[src/hdl/blpa_pkg.sv]
// shared types and constants of the blocked layout pack address generator
package blpa_pkg;

    localparam int ADDR_W      = 28;
    localparam int DEST_W      = 25;
    localparam int STRIDE_W    = 16;
    localparam int CFG_DIM_W   = 13;
    localparam int CFG_BLK_W   = 9;
    localparam int CFG_DATA_W  = 16;
    localparam int CFG_ADDR_W  = 3;
    localparam int IN_TDATA_W  = 8;
    localparam int OUT_TDATA_W = 56;

    typedef enum logic [CFG_ADDR_W-1:0] {
        CFG_TRANSPOSE  = 3'd0,
        CFG_ROWS       = 3'd1,
        CFG_COLS       = 3'd2,
        CFG_ROW_STRIDE = 3'd3,
        CFG_BLOCK_ROWS = 3'd4,
        CFG_BLOCK_COLS = 3'd5
    } t_cfg_idx;

    typedef struct packed {
        logic pad;
        logic last;
    } t_walk_flags;

endpackage

[src/hdl/blpa_walk.sv]
// tile walk counters: current logical row and column, flags and destination index
module blpa_walk #(
    parameter int BASE_W = 13,
    parameter int DIM_W  = 13,
    parameter int BLK_W  = 9,
    parameter int ELEM_W = 8
) (
    input  logic                    i_clk,
    input  logic                    i_rst_n,
    input  logic                    i_clear,
    input  logic                    i_step,
    input  logic                    i_restart,
    input  logic [DIM_W-1:0]        i_m,
    input  logic [DIM_W-1:0]        i_n,
    input  logic [BLK_W-1:0]        i_bm,
    input  logic [BLK_W-1:0]        i_bn,
    output logic [BASE_W-1:0]       o_row,
    output logic [BASE_W-1:0]       o_col,
    output blpa_pkg::t_walk_flags   o_flags,
    output logic [blpa_pkg::DEST_W-1:0] o_dest
);
    import blpa_pkg::*;

    logic [BASE_W-1:0] r_tile_row, r_tile_col, n_tile_row, n_tile_col;
    logic [ELEM_W-1:0] r_elem_row, r_elem_col, n_elem_row, n_elem_col;
    logic [DEST_W-1:0] r_dest, n_dest;

    logic [BASE_W-1:0] w_tile_row, w_tile_col;
    logic [ELEM_W-1:0] w_elem_row, w_elem_col;
    logic [DEST_W-1:0] w_dest;
    logic [BLK_W-1:0]  w_elem_row_inc, w_elem_col_inc;
    logic [BASE_W:0]   w_tile_row_nxt, w_tile_col_nxt;
    logic              w_row_end, w_col_end, w_trow_end, w_tcol_end, w_last;

    // restart applies before this transaction is emitted
    assign w_tile_row = i_restart ? '0 : r_tile_row;
    assign w_tile_col = i_restart ? '0 : r_tile_col;
    assign w_elem_row = i_restart ? '0 : r_elem_row;
    assign w_elem_col = i_restart ? '0 : r_elem_col;
    assign w_dest     = i_restart ? '0 : r_dest;

    assign o_row  = w_tile_row + BASE_W'(w_elem_row);
    assign o_col  = w_tile_col + BASE_W'(w_elem_col);
    assign o_dest = w_dest;

    assign w_elem_row_inc = BLK_W'(w_elem_row) + BLK_W'(1);
    assign w_elem_col_inc = BLK_W'(w_elem_col) + BLK_W'(1);
    assign w_tile_row_nxt = (BASE_W+1)'(w_tile_row) + (BASE_W+1)'(i_bm);
    assign w_tile_col_nxt = (BASE_W+1)'(w_tile_col) + (BASE_W+1)'(i_bn);

    assign w_col_end  = w_elem_col_inc >= i_bn;
    assign w_row_end  = w_elem_row_inc >= i_bm;
    assign w_tcol_end = w_tile_col_nxt >= (BASE_W+1)'(i_n);
    assign w_trow_end = w_tile_row_nxt >= (BASE_W+1)'(i_m);
    assign w_last     = w_col_end && w_row_end && w_tcol_end && w_trow_end;

    assign o_flags.pad  = (o_row >= BASE_W'(i_m)) || (o_col >= BASE_W'(i_n));
    assign o_flags.last = w_last;

    always_comb begin
        n_tile_row = w_tile_row;
        n_tile_col = w_tile_col;
        n_elem_row = w_elem_row;
        n_elem_col = w_elem_col;
        n_dest     = w_dest + DEST_W'(1);
        priority if (w_last) begin
            n_tile_row = '0;
            n_tile_col = '0;
            n_elem_row = '0;
            n_elem_col = '0;
            n_dest     = '0;
        end else if (!w_col_end) begin
            n_elem_col = ELEM_W'(w_elem_col_inc);
        end else if (!w_row_end) begin
            n_elem_col = '0;
            n_elem_row = ELEM_W'(w_elem_row_inc);
        end else if (!w_tcol_end) begin
            n_elem_col = '0;
            n_elem_row = '0;
            n_tile_col = BASE_W'(w_tile_col_nxt);
        end else begin
            n_elem_col = '0;
            n_elem_row = '0;
            n_tile_col = '0;
            n_tile_row = BASE_W'(w_tile_row_nxt);
        end
    end

    always_ff @(posedge i_clk) begin
        if (!i_rst_n || i_clear) begin
            r_tile_row <= '0;
            r_tile_col <= '0;
            r_elem_row <= '0;
            r_elem_col <= '0;
            r_dest     <= '0;
        end else if (i_step) begin
            r_tile_row <= n_tile_row;
            r_tile_col <= n_tile_col;
            r_elem_row <= n_elem_row;
            r_elem_col <= n_elem_col;
            r_dest     <= n_dest;
        end
    end

endmodule

[src/hdl/blocked_layout_pack_address_gen.sv]
// top level of the blocked layout pack address generator
//
//   channel | direction | handshake                     | contents
//   s_axis  | in        | s_axis_tvalid / s_axis_tready | restart
//   m_axis  | out       | m_axis_tvalid / m_axis_tready | source address, dest index, pad, last
//   cfg     | in        | i_cfg_we                      | register index and write data
//
// one transaction per cycle sustained while the output is not stalled; each input transaction
// passes the walk/flag stage, then one multiply-add stage into the output register
// reset returns the configuration registers to their defaults, clears the valid flags and the walk
// to the first element; a stalled output holds both stages; input is still taken while the first stage is free
// any configuration write restarts the walk
module blocked_layout_pack_address_gen #(
    parameter int MAX_DIM   = 4096,
    parameter int MAX_BLOCK = 256
) (
    input  logic                               i_clk,
    input  logic                               i_rst_n,
    input  logic                               i_cfg_we,
    input  logic [blpa_pkg::CFG_ADDR_W-1:0]    i_cfg_addr,
    input  logic [blpa_pkg::CFG_DATA_W-1:0]    i_cfg_wdata,
    input  logic                               s_axis_tvalid,
    output logic                               s_axis_tready,
    input  logic [blpa_pkg::IN_TDATA_W-1:0]    s_axis_tdata,  // restart
    output logic                               m_axis_tvalid,
    input  logic                               m_axis_tready,
    output logic [blpa_pkg::OUT_TDATA_W-1:0]   m_axis_tdata,  // source_address, dest_index
    output logic                               m_axis_tuser,  // pad
    output logic                               m_axis_tlast
);
    import blpa_pkg::*;

    localparam int DIM_W     = $clog2(MAX_DIM + 1);
    localparam int BLK_W     = $clog2(MAX_BLOCK + 1);
    localparam int ELEM_W    = $clog2(MAX_BLOCK);
    localparam int BASE_W    = $clog2(MAX_DIM + MAX_BLOCK);
    localparam int DIM_CMP_W = (DIM_W > CFG_DIM_W) ? DIM_W : CFG_DIM_W;
    localparam int BLK_CMP_W = (BLK_W > CFG_BLK_W) ? BLK_W : CFG_BLK_W;
    localparam int SUM_W     = (BASE_W + STRIDE_W + 1 > ADDR_W) ?
                               BASE_W + STRIDE_W + 1 : ADDR_W;

    // configuration, dimensions stored already saturated
    logic                r_transpose;
    logic [DIM_W-1:0]    r_m, r_n;
    logic [STRIDE_W-1:0] r_stride;
    logic [BLK_W-1:0]    r_bm, r_bn;

    logic [DIM_CMP_W-1:0] w_dim_in;
    logic [BLK_CMP_W-1:0] w_blk_in;
    logic [DIM_W-1:0]     w_dim_sat;
    logic [BLK_W-1:0]     w_blk_sat;

    assign w_dim_in  = DIM_CMP_W'(i_cfg_wdata[CFG_DIM_W-1:0]);
    assign w_blk_in  = BLK_CMP_W'(i_cfg_wdata[CFG_BLK_W-1:0]);
    assign w_dim_sat = (w_dim_in == '0) ? DIM_W'(1) :
                       (w_dim_in > DIM_CMP_W'(MAX_DIM)) ? DIM_W'(MAX_DIM) : DIM_W'(w_dim_in);
    assign w_blk_sat = (w_blk_in == '0) ? BLK_W'(1) :
                       (w_blk_in > BLK_CMP_W'(MAX_BLOCK)) ? BLK_W'(MAX_BLOCK) :
                       BLK_W'(w_blk_in);

    always_ff @(posedge i_clk) begin
        if (!i_rst_n) begin
            r_transpose <= 1'b0;
            r_m         <= DIM_W'(1);
            r_n         <= DIM_W'(1);
            r_stride    <= STRIDE_W'(1);
            r_bm        <= BLK_W'(1);
            r_bn        <= BLK_W'(1);
        end else if (i_cfg_we) begin
            unique case (t_cfg_idx'(i_cfg_addr))
                CFG_TRANSPOSE:  r_transpose <= i_cfg_wdata[0];
                CFG_ROWS:       r_m         <= w_dim_sat;
                CFG_COLS:       r_n         <= w_dim_sat;
                CFG_ROW_STRIDE: r_stride    <= i_cfg_wdata[STRIDE_W-1:0];
                CFG_BLOCK_ROWS: r_bm        <= w_blk_sat;
                CFG_BLOCK_COLS: r_bn        <= w_blk_sat;
                default: ;
            endcase
        end
    end

    // handshake
    logic w_in_acc, w_out_free, w_s1_adv;
    logic r_s1_valid, r_out_valid;

    assign w_out_free    = !r_out_valid || m_axis_tready;
    assign w_s1_adv      = r_s1_valid && w_out_free;
    assign s_axis_tready = !r_s1_valid || w_out_free;
    assign w_in_acc      = s_axis_tvalid && s_axis_tready;

    // walk
    logic [BASE_W-1:0] w_row, w_col;
    t_walk_flags       w_flags;
    logic [DEST_W-1:0] w_dest;

    blpa_walk #(
        .BASE_W (BASE_W),
        .DIM_W  (DIM_W),
        .BLK_W  (BLK_W),
        .ELEM_W (ELEM_W)
    ) u_walk (
        .i_clk     (i_clk),
        .i_rst_n   (i_rst_n),
        .i_clear   (i_cfg_we),
        .i_step    (w_in_acc),
        .i_restart (s_axis_tdata[0]),
        .i_m       (r_m),
        .i_n       (r_n),
        .i_bm      (r_bm),
        .i_bn      (r_bn),
        .o_row     (w_row),
        .o_col     (w_col),
        .o_flags   (w_flags),
        .o_dest    (w_dest)
    );

    // stage 1: multiplied index, added index, flags
    logic [BASE_W-1:0] r_s1_major, r_s1_minor;
    t_walk_flags       r_s1_flags;
    logic [DEST_W-1:0] r_s1_dest;

    always_ff @(posedge i_clk) begin
        if (!i_rst_n) begin
            r_s1_valid <= 1'b0;
        end else if (w_in_acc) begin
            r_s1_valid <= 1'b1;
        end else if (w_s1_adv) begin
            r_s1_valid <= 1'b0;
        end
    end

    always_ff @(posedge i_clk) begin
        if (w_in_acc) begin
            r_s1_major <= r_transpose ? w_col : w_row;
            r_s1_minor <= r_transpose ? w_row : w_col;
            r_s1_flags <= w_flags;
            r_s1_dest  <= w_dest;
        end
    end

    // stage 2: address multiply-add into the output register
    logic [SUM_W-1:0]  w_addr_full;
    logic [ADDR_W-1:0] r_out_addr;
    logic [DEST_W-1:0] r_out_dest;
    t_walk_flags       r_out_flags;

    assign w_addr_full = SUM_W'(r_s1_major) * SUM_W'(r_stride) + SUM_W'(r_s1_minor);

    always_ff @(posedge i_clk) begin
        if (!i_rst_n) begin
            r_out_valid <= 1'b0;
        end else if (w_s1_adv) begin
            r_out_valid <= 1'b1;
        end else if (m_axis_tready) begin
            r_out_valid <= 1'b0;
        end
    end

    always_ff @(posedge i_clk) begin
        if (w_s1_adv) begin
            r_out_addr  <= r_s1_flags.pad ? '0 : w_addr_full[ADDR_W-1:0];
            r_out_dest  <= r_s1_dest;
            r_out_flags <= r_s1_flags;
        end
    end

    assign m_axis_tvalid = r_out_valid;
    assign m_axis_tdata  = OUT_TDATA_W'({r_out_dest, r_out_addr});
    assign m_axis_tuser  = r_out_flags.pad;
    assign m_axis_tlast  = r_out_flags.last;

    // checks
    a_pad_zero_addr: assert property (@(posedge i_clk) disable iff (!i_rst_n)
        (m_axis_tvalid && m_axis_tuser) |-> (m_axis_tdata[ADDR_W-1:0] == '0))
        else $error("padded transaction carries a nonzero source address");

    a_full_blocks_input: assert property (@(posedge i_clk) disable iff (!i_rst_n)
        (r_s1_valid && r_out_valid && !m_axis_tready) |-> !s_axis_tready)
        else $error("input taken while both stages are held");

    a_cfg_restarts_walk: assert property (@(posedge i_clk) disable iff (!i_rst_n)
        ($past(i_cfg_we) && w_in_acc) |=> (r_s1_dest == '0))
        else $error("walk not restarted by configuration write");

    a_restart_dest_zero: assert property (@(posedge i_clk) disable iff (!i_rst_n)
        (w_in_acc && s_axis_tdata[0]) |=> (r_s1_dest == '0))
        else $error("restart transaction does not start at destination zero");

endmodule

[config.mk]
export PLATFORM = sky130hd
export DESIGN_NAME = blocked_layout_pack_address_gen
export DESIGN_NICKNAME = d
export VERILOG_FILES = /design/src/hdl/blpa_pkg.sv /design/src/hdl/blpa_walk.sv /design/src/hdl/blocked_layout_pack_address_gen.sv
export SDC_FILE = /design/constraint.sdc
export NUM_CORES = 1
export LEC_CHECK = 0
export ABC_AREA = 0
export BUFFER_PORTS_ARGS = -buffer_cell sky130_fd_sc_hd__buf_2
export CAP_MARGIN = 10
export CORE_AREA = 3 3 189 191
export DETAILED_ROUTE_END_ITERATION = 10
export DIE_AREA = 0 0 192 194
export PLACE_DENSITY = 0.83
export SLEW_MARGIN = 5
export SYNTH_ARGS = -nofsm -noshare
export SYNTH_HDL_FRONTEND = slang
export SYNTH_SLANG_ARGS = --single-unit
export TNS_END_PERCENT = 30
[constraint.sdc]
create_clock -name i_clk -period 6.6 [get_ports i_clk]
set_input_delay 0.66 -clock i_clk [delete_from_list [all_inputs] [get_ports i_clk]]
set_output_delay 0.66 -clock i_clk [all_outputs]
set_load 0.05 [all_outputs]
== Word-level counts from Yosys, hierarchy flattened ==
Cells that the tools add are included.

* Bits in registers: 238
* Word-level logic and storage cells: 96
* Input bits: 32
* Output and inout port bits: 60

* Equality and inequality tests: 5
* Add/sub/neg operators: 8
* Magnitude comparators: 8
* Multipliers: 1
* Reduce and logical (&&, ||, !) cells: 23
* Muxes and demuxes: 29

{| class="wikitable"
|+ Operator list
! cell !! number
|-
| $mux 13 || 14
|-
| $mux 8 || 7
|-
| $mux 25 || 2
|-
| $add 13x9->14 || 2
|-
| $add 28x13->28 || 1
|-
| $ge 14x13->1 || 2
|-
| $mul 13x16->28 || 1
|-
| $add 13x8->13 || 2
|-
| $ge 13x13->1 || 2
|-
| $add 25x1->25 const B || 1
|-
| $add 8x1->9 const B || 2
|-
| $ge 9x9->1 || 2
|-
| $mux 9 || 2
|-
| $gt 13x13->1 const B || 1
|-
| $logic_not 13->1 || 1
|-
| $reduce_and 2->1 || 6
|-
| $gt 9x9->1 const B || 1
|-
| $logic_not 9->1 || 1
|-
| $eq 3x2->1 const B || 2
|-
| $eq 3x3->1 const B || 2
|-
| $logic_and 1x1->1 || 5
|-
| $logic_or 1x1->1 || 4
|-
| $mux 1 || 4
|-
| $reduce_bool 2->1 || 2
|-
| other kinds (3) || 5
|}

== Depth between registers and ports, before layout ==
* Word-level depth: 7
* Gate-level depth with buffers: 28
* Mapped depth without buffers: 22

== Hierarchy ==
A second synthesis with hierarchy kept.

* Cells, all modules: 2292
* Area total of the unflattened synthesis: 20883.8 µm²

{| class="wikitable"
|+ By module, submodules not included
! module !! area each (µm²) !! cells each !! times used !! sequential area each (µm²)
|-
| blocked_layout_pack_address_gen || 13793.2 || 1371 || 1 || 4504.3
|-
| blpa_walk || 7090.6 || 921 || 1 || 1341.3
|}

== Worst setup path after synthesis ==
Ideal clock, no wire load.

* Path type: reg-to-reg
* From: reg r_s1_major[1]
* To: reg r_out_addr[27], data pin
* Setup slack: 551 ps
* Library setup time: 266 ps
* Data arrival time: 5783 ps
* Path buffers: 1
* Cell stages (with the launch flop): 24
* Cells stage by stage: edfxtp_1 clkbuf_1 and2_1 fa_1 inv_1 fa_1 inv_1 fa_1 inv_1 fa_1 inv_1 fa_1 inv_1 fa_1 inv_1 ha_1 a21oi_1 nand2_1 o211ai_1 a31oi_1 a221oi_1 o21ai_0 xnor2_1 nor2_1

* Cells in the longest elaborated chain, start to end: 2

{| class="wikitable"
|+ RTL lines
! what !! line !! source
|-
| from (decl) || blocked_layout_pack_address_gen.sv:118 || <nowiki>logic [BASE_W-1:0] r_s1_major, r_s1_minor;</nowiki>
|-
| from (signal assigned) || blocked_layout_pack_address_gen.sv:134 || <nowiki>r_s1_major <= r_transpose ? w_col : w_row;</nowiki>
|-
| $mul 13x16->28 || blocked_layout_pack_address_gen.sv:147 || <nowiki>assign w_addr_full = SUM_W'(r_s1_major) * SUM_W'(r_stride) + SUM_W'(r_s1_minor);</nowiki>
|-
| $add 28x13->28 || blocked_layout_pack_address_gen.sv:147 ||
|-
| to (signal assigned) || blocked_layout_pack_address_gen.sv:161 || <nowiki>r_out_addr <= r_s1_flags.pad ? '0 : w_addr_full[ADDR_W-1:0];</nowiki>
|-
| to (decl) || blocked_layout_pack_address_gen.sv:143 || <nowiki>logic [ADDR_W-1:0] r_out_addr;</nowiki>
|}

No other way between the ends.
A chain may end at the register's enable or synchronous reset.

== Worst setup path in the final report ==
* From: reg r_stride[8]
* To: reg r_out_addr[25], data pin

* Cells in the longest elaborated chain, start to end: 2

{| class="wikitable"
|+ RTL lines
! what !! line !! source
|-
| from (decl) || blocked_layout_pack_address_gen.sv:45 || <nowiki>logic [STRIDE_W-1:0] r_stride;</nowiki>
|-
| from (signal assigned) || blocked_layout_pack_address_gen.sv:74 || <nowiki>CFG_ROW_STRIDE: r_stride <= i_cfg_wdata[STRIDE_W-1:0];</nowiki>
|-
| $mul 13x16->28 || blocked_layout_pack_address_gen.sv:147 ||
|-
| $add 28x13->28 || blocked_layout_pack_address_gen.sv:147 ||
|}

No other way between the ends.

==> impl_summary.md <==
Floorplan
After floorplanning, the core was divided into 68 placement rows. The vertical die dimension is 194 µm. The floorplan die area is 37200 µm². In this run the horizontal extent of the chip is 192 µm. The I/O pin count is 92. The initial utilization of the core area, before any placement, comes to 59.5%. The core box area is 34300 µm².

Logic synthesis
The number of flops mapped to enable cells by yosys is 108. For this run, the number of Yosys warnings is 0. The share of the yosys chip area belonging to registers is 28.7%.

The synthesized design devotes to its leading area cell type 16.3% of total area. The synthesized design spends more area on one cell type than any other, namely sky130_fd_sc_hd__fa_1. The post-synthesis async set-or-reset flop share is 0%. In the post-synthesis netlist, the biggest area contributors are sky130_fd_sc_hd__fa_1 16%, sky130_fd_sc_hd__edfxtp_1 16%, sky130_fd_sc_hd__dfxtp_1 13%. The primary flip-flop cell chosen by synthesis mapping is sky130_fd_sc_hd__dfxtp_1.

Yosys instantiated no cell more often than sky130_fd_sc_hd__nand2_1. In this run the cell area of the synthesized design comes to 20400 µm². The average cell area after synthesis is 9.16 µm². The post-synthesis cell count is 2225. In the synthesized netlist, the cells that appear most often are 312 x sky130_fd_sc_hd__nand2_1, 249 x sky130_fd_sc_hd__inv_1, 199 x sky130_fd_sc_hd__ha_1, 166 x sky130_fd_sc_hd__fa_1, 130 x sky130_fd_sc_hd__dfxtp_1.

The number of unique standard cell types used by synthesis is 80. Counting flops and latches in the post-synthesis netlist gives 238.

Setup path
The data arrival time at the worst-slack endpoint is 6.64 ns. The critical path's most frequent cell is sky130_fd_sc_hd__fa_1. The endpoint kind of the worst setup timing path is a register. The dominant delay contributor by cell family on the critical path is adder cells. The largest fanout on the critical path is 14. The signal on the critical path passes through nand2_1, fa_1, inv_1, fa_1, fa_1, fa_1, fa_1, inv_1, fa_1, inv_1, ha_2, nand4_1, nor3_1, o211ai_1, buf_4, a31oi_2, a221oi_1, buf_4, o21ai_0, xnor2_1, nor2_1. The critical path is of the reg2reg type. The slowest cell on the critical path is sky130_fd_sc_hd__dfxtp_1. The kind of start point of the critical path is a register. The delay of the slowest cell on the worst path is 0.66 ns. The buffer and inverter count on the worst path is 5. At the worst endpoint, the required time is 6.88 ns.

Route
The average via count per standard cell is 5.78. The count of TritonRoute iterations in the first routing pass is 6. For this block, the initial DRC count from the detailed router was 1062. The overall routed net length is 48500 µm.

The routed layout has 15900 vias. For this run, design rule violations remaining after detail routing come to 0. The count of nets left with antenna violations after detail routing is 0. Dividing the detail-routed wire length by the instance count gives 17.6 µm.

Timing
The final period demand of the worst path is 6.36 ns. The worst setup slack after layout is 0.242 ns. In the final timing run, aggregate negative setup slack is 0 ns. Static timing analysis puts the maximum clock frequency at 0.157 GHz.

Between clock sinks in the finished design, the worst skew comes to 0.0169 ns. Setup violations remaining at the end of the flow were counted as 0. In this run the tightest slew margin relative to its limit is 25.2%. The max-slew violation count is 0.

The transition time at the pin with the least slew margin is 1.12 ns. The number of failing hold endpoints at the final stage is 0. Dividing the final minimum period by the clock period gives 96.3%.

Pwr
For this design the static power due to leakage is 9.97 nW. The part of the total power dissipated in combinational logic is 14.7%. The sequential cell fraction of total power is 43.8%. Cell internal power was estimated by the tool at 0.00267 W. The overall power consumption is 0.00372 W. In this run switching power makes up 28.2% of total power. The clock network accounts for 41.5% of the total power.

IR analysis of the VDD net gives a maximum drop of 180 µV. In this run the power spent charging and discharging nets is 0.00105 W. The ratio of total power to cell area is 168 nW/µm².

Finish
The number of standard cells in the final layout excluding fillers is 2752. The total area of multi-input combinational cells is 13200 µm². The layout-stage area growth over the synthesis result is 8.68%.

Fill cells in the final layout number 2678. The number of nets at the end of the flow is 2671. The register cell area after layout is 5850 µm². The proportion of layout cells with a drive suffix above 1 is 8.76%.

GRT
The first global-routing pass estimated 79900 µm of wire. The total overflow left after global routing is 0. The number of global-route vias before repair is 16100. Across every metal layer, demand over resource in global routing totals 26.4%.

The initial antenna violation count came to 2. Entering global routing, the biggest net connects 66 pins.

CTS
The number of hold buffers added after CTS was 0. The number of CTS-inserted buffers is 27. CTS saw 238 sinks. The root buffer cell is sky130_fd_sc_hd__clkbuf_16. Clock-pin slew was measured on the worst setup and hold paths at 0.06 ns. The latest clock arrival within the worst-skew pair is 0.58 ns. In this run the number of H-tree levels came out at 1. The TritonCTS clock tree is done. Counting along the longest clock path gives a buffer depth of 3.

Flow run
The tool flagged a number of max-cap violations equal to 0.

Place
The detailed placement HPWL is 37600 µm. During placement, the flow inserted port buffers numbering 81. In this run, placement finished with an instance count of 2698. The pre-CTS setup slack is 0.0723 ns.

The global placer's final weighted congestion is 0.948.

Run status
The flow ran to the end, and the final reports show no timing, DRC or antenna violations.

Min path
The worst hold path belongs to the class in2reg.
[power by group through the flow]
stage | Sequential, W | Combinational (W) | Clock (W)
5_1_grt | 0.00163 | 0.000613 | 0.00162
3_5_place_dp | 0.00166 | 0.000540 | 0
4_1_cts | 0.00163 | 0.000542 | 0.00157
6_report | 0.00163 | 0.000548 | 0.00154
3_3_place_gp | 0.00166 | 0.000523 | 0
2_1_floorplan | 0.00171 | 0.000348 | 0
[sequential cells by signal, summed over array words and instances (netlist names), 2 cells and up]
register	flops
r_bm	9
r_bn	9
r_m	13
r_n	13
r_out_addr	28
r_out_dest	25
r_s1_dest	25
r_s1_flags	2
r_s1_major	13
r_s1_minor	13
r_stride	16
u_walk.r_dest	25
u_walk.r_elem_col	8
u_walk.r_elem_row	8
u_walk.r_tile_col	13
u_walk.r_tile_row	13
[placed cells by master (no fill, tap or decap), drive strengths merged, types with 5 or more instances in the layout]
cell and instances:
or2 6, mux2i 6, a21boi 57, a211oi 20
edfxtp 108, or4 5, nor2 118, xor2 35
nor4 10, nor3 28, a22o 18, a21o 34
fa 166, nor2b 100, o21a 16, nand2 313
dfxtp 130, clkinv 10, xnor2 46, o31ai 5
mux2 9, clkbuf 35, inv 252, and2 113
a221oi 5, o21bai 6, a31oi 15, a21oi 70
a22oi 20, nand3 38, and3 26, o21ai 68
and4 6, ha 199, o211ai 12, nand2b 17
nand4 9, buf 113
[path summary, 6_finish.rpt]
check	startpoint	endpoint	slack (ns)	cells after the start
setup / recovery	r_stride[8]	r_out_addr[25]	0.24	21
hold reg to reg	r_s1_dest[12]	r_out_dest[12]	0.41	0
hold / removal	s_axis_tvalid	r_s1_valid	0.35	3
setup reg to reg	r_stride[8]	r_out_addr[25]	0.24	21
[layer usage]
layer | track usage [%] | vias to the layer above | wire length, µm
met1 | 34.8 | 7703 | 20700
met3 | 3.60 | 134 | 2920
li1 | - | 7533 | -
met4 | 9.53 | 0 | 1680
met2 | 44.4 | 535 | 23300
met5 | 0 | - | 0
[logic make-up after synthesis]
kind of cell | after synthesis | synth area share, %
xor+xnor | 81 | 3.48
fa+ha+maj | 365 | 28.5
simple gates | 803 | 19.2
compound gates | 376 | 12.8
mux | 15 | 0.792
other cells | 1 | 0.0184
buf+inv | 346 | 6.53
flops | 238 | 28.7
[layout make-up]
cell class | count | share of cell area, %
Timing Repair Buffer | 114 | 2.95
Clock inverter | 16 | 0.813
Tap cell | 455 | 2.57
Clock buffer | 34 | 3.26
Inverter | 250 | 4.23
Sequential cell | 238 | 26.4
Multi-Input combinational cell | 1643 | 59.8
Antenna cell | 2 | 0.0226
[worst min-delay path, cell delays in order]
cell,delay (ns)
sky130_fd_sc_hd__buf_2,0.09
sky130_fd_sc_hd__a21oi_1,0.04
sky130_fd_sc_hd__nor2b_1,0.09
[through the flow]
step / util (%) / instance area [µm²] / hold slack (ns)
2_1_floorplan: - / 20400 / 0.400
3_3_place_gp: 61.9 / 21200 / 0.404
3_5_place_dp: 61.9 / 21200 / 0.405
4_1_cts: 64.5 / 22100 / 0.323
5_1_grt: 64.6 / 22200 / 0.348
6_report: 64.6 / 22200 / 0.351
[what timing repair did]
action                                  CTS  global route
setup buffers                             0             2
resized for setup                         0             7
endpoints found under the setup margin    0             6
Power figures use the tool's default switching activity.
